<file path="config.mk">
export PLATFORM = sky130hd
export DESIGN_NAME = dancing_links_list_with_undo_top
export DESIGN_NICKNAME = d
export VERILOG_FILES = /design/src/design/dll_pkg.sv /design/src/design/dancing_links_list_with_undo_top.sv /design/src/design/dll_ram.sv
export SDC_FILE = /design/constraint.sdc
export NUM_CORES = 2
export LEC_CHECK = 0
export BUFFER_PORTS_ARGS = -buffer_cell sky130_fd_sc_hd__buf_2
export CAP_MARGIN = 40
export CORE_MARGIN = 1
export CORE_UTILIZATION = 40
export CTS_BUF_LIST = sky130_fd_sc_hd__clkbuf_4 sky130_fd_sc_hd__clkbuf_8
export CTS_CLUSTER_SIZE = 40
export DETAILED_ROUTE_END_ITERATION = 10
export PLACE_DENSITY = 0.54
export SYNTH_ARGS = -nofsm -noshare
export SYNTH_HDL_FRONTEND = slang
export SYNTH_HIERARCHICAL = 1
export SYNTH_SLANG_ARGS = --single-unit
</file>
<file path="constraint.sdc">
create_clock -name clk_i -period 13.5 [get_ports clk_i]
set_clock_uncertainty 0.05 [all_clocks]
set_input_delay 2.7 -clock clk_i [delete_from_list [all_inputs] [get_ports clk_i]]
set_output_delay 2.7 -clock clk_i [all_outputs]
set_load 0.01 [all_outputs]
</file>
<file path="src/design/dll_pkg.sv">
// Package for the linked list with undo: request and result types, codes.
// No dependencies.
package dll_pkg;
  localparam int UniverseSize = 64;
  localparam int ElemW = 6;

  localparam logic [2:0] ReqPushFront = 3'd0;
  localparam logic [2:0] ReqPushBack  = 3'd1;
  localparam logic [2:0] ReqPopFront  = 3'd2;
  localparam logic [2:0] ReqPopBack   = 3'd3;
  localparam logic [2:0] ReqRemove    = 3'd4;
  localparam logic [2:0] ReqRollback  = 3'd5;

  localparam logic [1:0] StDone    = 2'd0;
  localparam logic [1:0] StEmpty   = 2'd1;
  localparam logic [1:0] StAbsent  = 2'd2;
  localparam logic [1:0] StPresent = 2'd3;

  typedef struct packed {
    logic [2:0]       req_type;
    logic [ElemW-1:0] element;
  } req_t;

  typedef struct packed {
    logic [1:0]       status;
    logic [ElemW-1:0] head_element;
    logic [ElemW-1:0] tail_element;
    logic [6:0]       live_count;
    logic             list_empty;
  } rsp_t;
endpackage

</file>
<file path="src/design/dancing_links_list_with_undo_top.sv">
// Top level of the linked list with undo; uses dll_pkg and dll_ram.
// Links and the undo stack live in RAMs; flags in flip-flops.
// Busy stays high from the accepting edge to the result strobe. A request refused at
// acceptance (push of an inserted element, remove of an absent one, pop of an empty list,
// rollback of an empty stack) and an unused code go straight to SDone. A push passes SW1
// and SW2, a pop or remove SRd, SW1 and SW2, and a rollback SWait (undo stack read), SRd,
// SW1 and SW2, with a second pass through SW2 when it relinks at the front or the back.
// The cost is set by the registered RAM reads and the number of link entries patched (a
// remove reads both links and patches two neighbours).
// Results appear on rsp_o for one cycle with rsp_valid_o; they cannot be held off.
module dancing_links_list_with_undo_top #(
  parameter int UNIVERSE_SIZE = dll_pkg::UniverseSize
) (
  input  logic             clk_i,
  input  logic             rst_ni,
  input  logic             start,
  input  dll_pkg::req_t    req_i,
  output logic             busy,
  output logic             rsp_valid_o,
  output dll_pkg::rsp_t    rsp_o
);
  import dll_pkg::*;

  localparam int AW = $clog2(UNIVERSE_SIZE);
  localparam int PW = AW + 1;
  localparam logic [PW-1:0] Nil = PW'(UNIVERSE_SIZE);

  localparam logic [2:0] SIdle = 3'd0;
  localparam logic [2:0] SRd   = 3'd1;
  localparam logic [2:0] SWait = 3'd2;
  localparam logic [2:0] SW1   = 3'd3;
  localparam logic [2:0] SW2   = 3'd4;
  localparam logic [2:0] SW3   = 3'd5;
  localparam logic [2:0] SDone = 3'd6;

  logic [2:0]             st_q, st_d;
  logic [2:0]             op_q, op_d;
  logic [PW-1:0]          x_q, x_d;
  logic [1:0]             stat_q, stat_d;
  logic [PW-1:0]          head_q, head_d, tail_q, tail_d;
  logic [PW-1:0]          cnt_q, cnt_d, depth_q, depth_d;
  logic [UNIVERSE_SIZE-1:0] ins_q, ins_d, lnk_q, lnk_d;
  logic [PW-1:0]          p_q, p_d, n_q, n_d;

  logic          nx_we, pv_we, us_we;
  logic [AW-1:0] nx_wa, pv_wa, us_wa, nx_ra, pv_ra, us_ra;
  logic [PW-1:0] nx_wd, pv_wd, nx_rd, pv_rd;
  logic [AW-1:0] us_wd, us_rd;
  logic [PW-1:0] elem_ext;

  dll_ram #(.Width(PW), .Depth(UNIVERSE_SIZE)) u_next (
    .clk_i, .we_i(nx_we), .waddr_i(nx_wa), .wdata_i(nx_wd), .raddr_i(nx_ra), .rdata_o(nx_rd));
  dll_ram #(.Width(PW), .Depth(UNIVERSE_SIZE)) u_prev (
    .clk_i, .we_i(pv_we), .waddr_i(pv_wa), .wdata_i(pv_wd), .raddr_i(pv_ra), .rdata_o(pv_rd));
  dll_ram #(.Width(AW), .Depth(UNIVERSE_SIZE)) u_undo (
    .clk_i, .we_i(us_we), .waddr_i(us_wa), .wdata_i(us_wd), .raddr_i(us_ra), .rdata_o(us_rd));

  assign busy = (st_q != SIdle);
  assign elem_ext = PW'(req_i.element);

  always_comb begin
    st_d = st_q; op_d = op_q; x_d = x_q; stat_d = stat_q;
    head_d = head_q; tail_d = tail_q; cnt_d = cnt_q; depth_d = depth_q;
    ins_d = ins_q; lnk_d = lnk_q; p_d = p_q; n_d = n_q;
    nx_we = 1'b0; pv_we = 1'b0; us_we = 1'b0;
    nx_wa = x_q[AW-1:0]; pv_wa = x_q[AW-1:0]; us_wa = depth_q[AW-1:0];
    nx_wd = Nil; pv_wd = Nil; us_wd = x_q[AW-1:0];
    nx_ra = x_q[AW-1:0]; pv_ra = x_q[AW-1:0];
    us_ra = AW'(depth_q - PW'(1));
    unique case (st_q)
      SIdle: begin
        if (start) begin
          op_d = req_i.req_type;
          stat_d = StDone;
          st_d = SDone;
          unique case (req_i.req_type)
            ReqPushFront, ReqPushBack: begin
              x_d = elem_ext;
              if (elem_ext >= Nil) stat_d = StAbsent;
              else if (ins_q[elem_ext[AW-1:0]]) stat_d = StPresent;
              else st_d = SW1;
            end
            ReqPopFront: begin
              x_d = head_q;
              if (head_q >= Nil) stat_d = StEmpty; else st_d = SRd;
            end
            ReqPopBack: begin
              x_d = tail_q;
              if (tail_q >= Nil) stat_d = StEmpty; else st_d = SRd;
            end
            ReqRemove: begin
              x_d = elem_ext;
              if (elem_ext >= Nil || !lnk_q[elem_ext[AW-1:0]]) stat_d = StAbsent;
              else st_d = SRd;
            end
            ReqRollback: begin
              if (depth_q == '0) stat_d = StEmpty;
              else begin
                depth_d = depth_q - PW'(1);
                st_d = SWait;
              end
            end
            default: ;
          endcase
        end
      end
      SWait: begin
        x_d = PW'(us_rd);
        st_d = SRd;
      end
      SRd: st_d = SW1;
      SW1: begin
        if (op_q == ReqPushFront || op_q == ReqPushBack) begin
          nx_we = 1'b1; pv_we = 1'b1;
          if (op_q == ReqPushFront) begin
            pv_wd = Nil; nx_wd = head_q;
          end else begin
            nx_wd = Nil; pv_wd = tail_q;
          end
          ins_d[x_q[AW-1:0]] = 1'b1;
          lnk_d[x_q[AW-1:0]] = 1'b1;
          cnt_d = cnt_q + PW'(1);
          p_d = tail_q; n_d = head_q;
          st_d = SW2;
        end else begin
          p_d = pv_rd; n_d = nx_rd;
          st_d = SW2;
        end
      end
      SW2: begin
        st_d = SDone;
        if (op_q == ReqPushFront) begin
          if (n_q < Nil) begin
            pv_we = 1'b1; pv_wa = n_q[AW-1:0]; pv_wd = x_q;
          end else tail_d = x_q;
          head_d = x_q;
        end else if (op_q == ReqPushBack) begin
          if (p_q < Nil) begin
            nx_we = 1'b1; nx_wa = p_q[AW-1:0]; nx_wd = x_q;
          end else head_d = x_q;
          tail_d = x_q;
        end else if (op_q == ReqRollback) begin
          lnk_d[x_q[AW-1:0]] = 1'b1;
          cnt_d = cnt_q + PW'(1);
          if (p_q >= Nil) begin
            op_d = ReqPushFront; n_d = head_q;
            nx_we = 1'b1; nx_wd = head_q;
            st_d = SW2;
          end else if (n_q >= Nil) begin
            op_d = ReqPushBack; p_d = tail_q;
            pv_we = 1'b1; pv_wd = tail_q;
            st_d = SW2;
          end else begin
            nx_we = 1'b1; nx_wa = p_q[AW-1:0]; nx_wd = x_q;
            pv_we = 1'b1; pv_wa = n_q[AW-1:0]; pv_wd = x_q;
          end
        end else begin
          if (p_q < Nil) begin
            nx_we = 1'b1; nx_wa = p_q[AW-1:0]; nx_wd = n_q;
          end else head_d = n_q;
          if (n_q < Nil) begin
            pv_we = 1'b1; pv_wa = n_q[AW-1:0]; pv_wd = p_q;
          end else tail_d = p_q;
          lnk_d[x_q[AW-1:0]] = 1'b0;
          if (cnt_q != '0) cnt_d = cnt_q - PW'(1);
          if (depth_q < Nil) begin
            us_we = 1'b1;
            depth_d = depth_q + PW'(1);
          end
        end
      end
      SDone: st_d = SIdle;
      default: st_d = SIdle;
    endcase
  end

  always_ff @(posedge clk_i or negedge rst_ni) begin
    if (!rst_ni) begin
      st_q <= SIdle; head_q <= Nil; tail_q <= Nil;
      cnt_q <= '0; depth_q <= '0; ins_q <= '0; lnk_q <= '0;
      op_q <= '0; stat_q <= '0;
    end else begin
      st_q <= st_d; head_q <= head_d; tail_q <= tail_d;
      cnt_q <= cnt_d; depth_q <= depth_d; ins_q <= ins_d; lnk_q <= lnk_d;
      op_q <= op_d; stat_q <= stat_d;
    end
  end

  always_ff @(posedge clk_i) begin
    x_q <= x_d; p_q <= p_d; n_q <= n_d;
  end

  assign rsp_valid_o         = (st_q == SDone);
  assign rsp_o.status        = stat_q;
  assign rsp_o.head_element  = (head_q >= Nil) ? '0 : ElemW'(head_q);
  assign rsp_o.tail_element  = (tail_q >= Nil) ? '0 : ElemW'(tail_q);
  assign rsp_o.live_count    = 7'(cnt_q);
  assign rsp_o.list_empty    = (head_q >= Nil);
endmodule

</file>
<file path="src/design/dll_ram.sv">
// Generic single-port-write, single-read RAM with registered read data.
// No dependencies.
module dll_ram #(
  parameter int Width = 8,
  parameter int Depth = 64
) (
  input  logic                     clk_i,
  input  logic                     we_i,
  input  logic [$clog2(Depth)-1:0] waddr_i,
  input  logic [Width-1:0]         wdata_i,
  input  logic [$clog2(Depth)-1:0] raddr_i,
  output logic [Width-1:0]         rdata_o
);
  logic [Width-1:0] mem_q [Depth];

  always_ff @(posedge clk_i) begin
    if (we_i) mem_q[waddr_i] <= wdata_i;
    rdata_o <= mem_q[raddr_i];
  end
endmodule

</file>
==> qor.txt <==
Status: finished clean
Largest fanout on the critical path: 5
Post-synth cell types: 86
Critical path type: reg -> out
Uppermost layer routed: met5
TritonCTS Sinks: 1485
Layout cell share with drive strength beyond 1: 23.3%
Async S/R FF share, synth: 11.0%
I/O Buffers: 35
Post-CTS setup buffers: 0
Utilization after layout: 45.0%
MaxCap Viol Count: 0
Rel. slew slack: 34.6%
Final worst path period need: 4930 ps
Critical path arrival: 2180 ps
Vias per cell: 5.63
Most frequent cells in the layout: 1301 x edfxtp_1, 296 x mux4_2, 267 x nor2_1, 245 x clkbuf_8, 162 x dfrtp_1
Mapped Avg Cell Area: 17.8 sq um
Final Max Tran Viols: 0
Skew-Pair Late Insertion Delay: 960 ps
Initial Util: 40.4%
Worst hold path type: reg -> reg
Gr ovfl total: 0
Row count: 142
Largest net degree at the start of global routing: 138
Met3 WL: 8880 microns
Pwr per Cell Area: 196 nW/um^2
Mapped Cells: 3408
CTS root buffer: clkbuf_8
CP endpoint kind: primary output
Die Wd: 392 microns
Met2 WL post-DR: 69700 microns
Mapped Area: 60800 sq um
Post-cts sizing count: 0
Post-Layout Cell Count: 5755
Worst Tran Pin Value: 971 ps
Core area: 150000 sq um
CTS tree: yes
Final setup violation count: 0
Deepest clock path buffer count: 3
Fin Setup TNS: 0 ps
Gpl congestion: 0.846
Die Span Y: 392 microns
Post-route ant nets: 0
RSZ-0062 raised after global routing: false
Drt pass-1 iters: 7
Final nets: 3562
Clock-pin slew on the worst setup and hold paths: 60 ps
GRT Total Usage: 19.5%
First-pass GRT wire length: 220000 microns
1st-iter DRT viols: 3121
Worst vdd ir: 0.127 mV
Yosys warning total: 6
Worst Setup Start Kind: flop
Area grow syn2layout: 11.4%
Wirelength, routed: 149000 microns
Antenna violations before repair: 5
Synth Flop Type: edfxtp_1
Synth Net Count: 3426
Leak Pwr: 22.3 nW
Synth Register Bits: 1485
TritonCTS buffer count: 232
Via count: 32400
Sequential share of the synthesized area: 71.7%
Number of synthesized flops with an enable pin: 1301
Placed insts: 5326
Final period util: 36.5%
Htree depth: 4
DP HPWL: 89800 microns
Fmax: 0.203 GHz
Final hold violation count: 0
WL/cell: 25.8 microns
Die area: 154000 sq um
Met1 WL: 66500 microns
Commonest non-fill, non-tap cell in the layout: edfxtp_1
Post-CTS Hold Buffers: 0
Tot Pwr: 13.3 mW
Vias in the first global route: 32800
Required @ worst endpoint: 10750 ps
Io pins: 36
Drc violations: 0
==> metal layers <==
metal  up-vias  global-route usage [%]
met5         -                       0
met4         4                    6.04
met3       236                    3.87
met2      1092                    30.1
met1     16900                    27.8
li1      14200                       -
==> flip-flops by register name (all words and copies together) (netlist names), 6 cells and up, named ones only <==
signal and count:
head_q 7, u_next/mem_q 448, u_undo/mem_q 384, ins_q 64
depth_q 7, u_next/rdata_o 7, tail_q 7, u_prev/rdata_o 7
cnt_q 7, p_q 7, n_q 7, x_q 7
u_prev/mem_q 448, u_undo/rdata_o 6
==> final timing paths <==
| check | startpoint | end | slack [ps] | depth (start not counted) |
|---|---|---|---|---|
| min in group asynchronous | rst_ni | cnt_q[3]$_DFFE_PN0P_ | 1670 | 1 |
| max | tail_q[5]$_DFFE_PN0P_ | rsp_o[13] | 8570 | 2 |
| max reg2reg | op_q[2]$_DFFE_PN0P_ | u_next/mem_q[9][4]$_DFFE_PP_ | 8770 | 7 |
| max in group asynchronous | rst_ni | ins_q[29]$_DFFE_PN0P_ | 10540 | 2 |
| min | ins_q[32]$_DFFE_PN0P_ | ins_q[32]$_DFFE_PN0P_ | 400 | 1 |
| min reg2reg | ins_q[32]$_DFFE_PN0P_ | ins_q[32]$_DFFE_PN0P_ | 400 | 1 |
==> critical path, stage by stage, from the launching register on <==
cell     delay, ps
dfrtp_1        490
nor2b_1        520
buf_2          230
==> layout make-up <==
type                       count  area [sq um]
timing repair buffer         124           965
sequential                  1485         43600
clock buffer                 310          3860
inverter                      27           108
clock inverter               116           663
antenna                        3          7.51
tap                         2016          2520
fill                       13100         82600
multi-input combinational   1674         16000
==> kinds of logic (layout without fill, tap and decap cells) <==
| kind of cell | after synthesis | after routing | synth area share (%) |
|---|---|---|---|
| other cells | 0 | 3 | 0 |
| compound gates | 553 | 553 | 6.13 |
| flops | 1485 | 1485 | 71.7 |
| buf+inv | 249 | 577 | 2.18 |
| fa+ha+maj | 6 | 6 | 0.124 |
| simple gates | 649 | 649 | 5.21 |
| mux | 451 | 451 | 14.5 |
| xor+xnor | 15 | 15 | 0.216 |
==> cells in the mapped netlist (23+ instances only) <==
cell type  number  area, sq um
a21o_1         33          248
inv_1          26         97.6
nor2b_1        43          269
buf_2          51          255
o21bai_1       36          270
nand2_1       106          398
o21ai_0        44          220
nand2b_1       25          156
buf_6          23          259
a211oi_1       25          188
nor3_1         30          150
nor2_1        268         1010
nand3_1        40          200
a22oi_1        35          263
o22ai_1        58          363
mux4_2        296         6670
clkbuf_1      120          450
a21oi_1       116          581
a31oi_1        74          463
mux2i_1        83          831
edfxtp_1     1301        39100
mux2_2         39          439
dfrtp_1       162         4050
mux4_1         31          815
nand3b_1       25          188
==> report_power, final <==
group	total, mW	internal (mW)	switching (mW)
sequential	5.80	5.50	0.304
clock	3.68	1.93	1.75
combinational	3.79	1.47	2.32
==> per-stage QoR <==
step,setup slack [ps],area [sq um],hold slack [ps]
final,8570,67700,401
after detailed placement,7990,63200,389
after CTS,8510,67700,401
after floorplan,8160,60800,373
after global routing,8450,67700,414
after global placement,7830,62900,388
No activity file was read; power rests on OpenSTA's default activity.
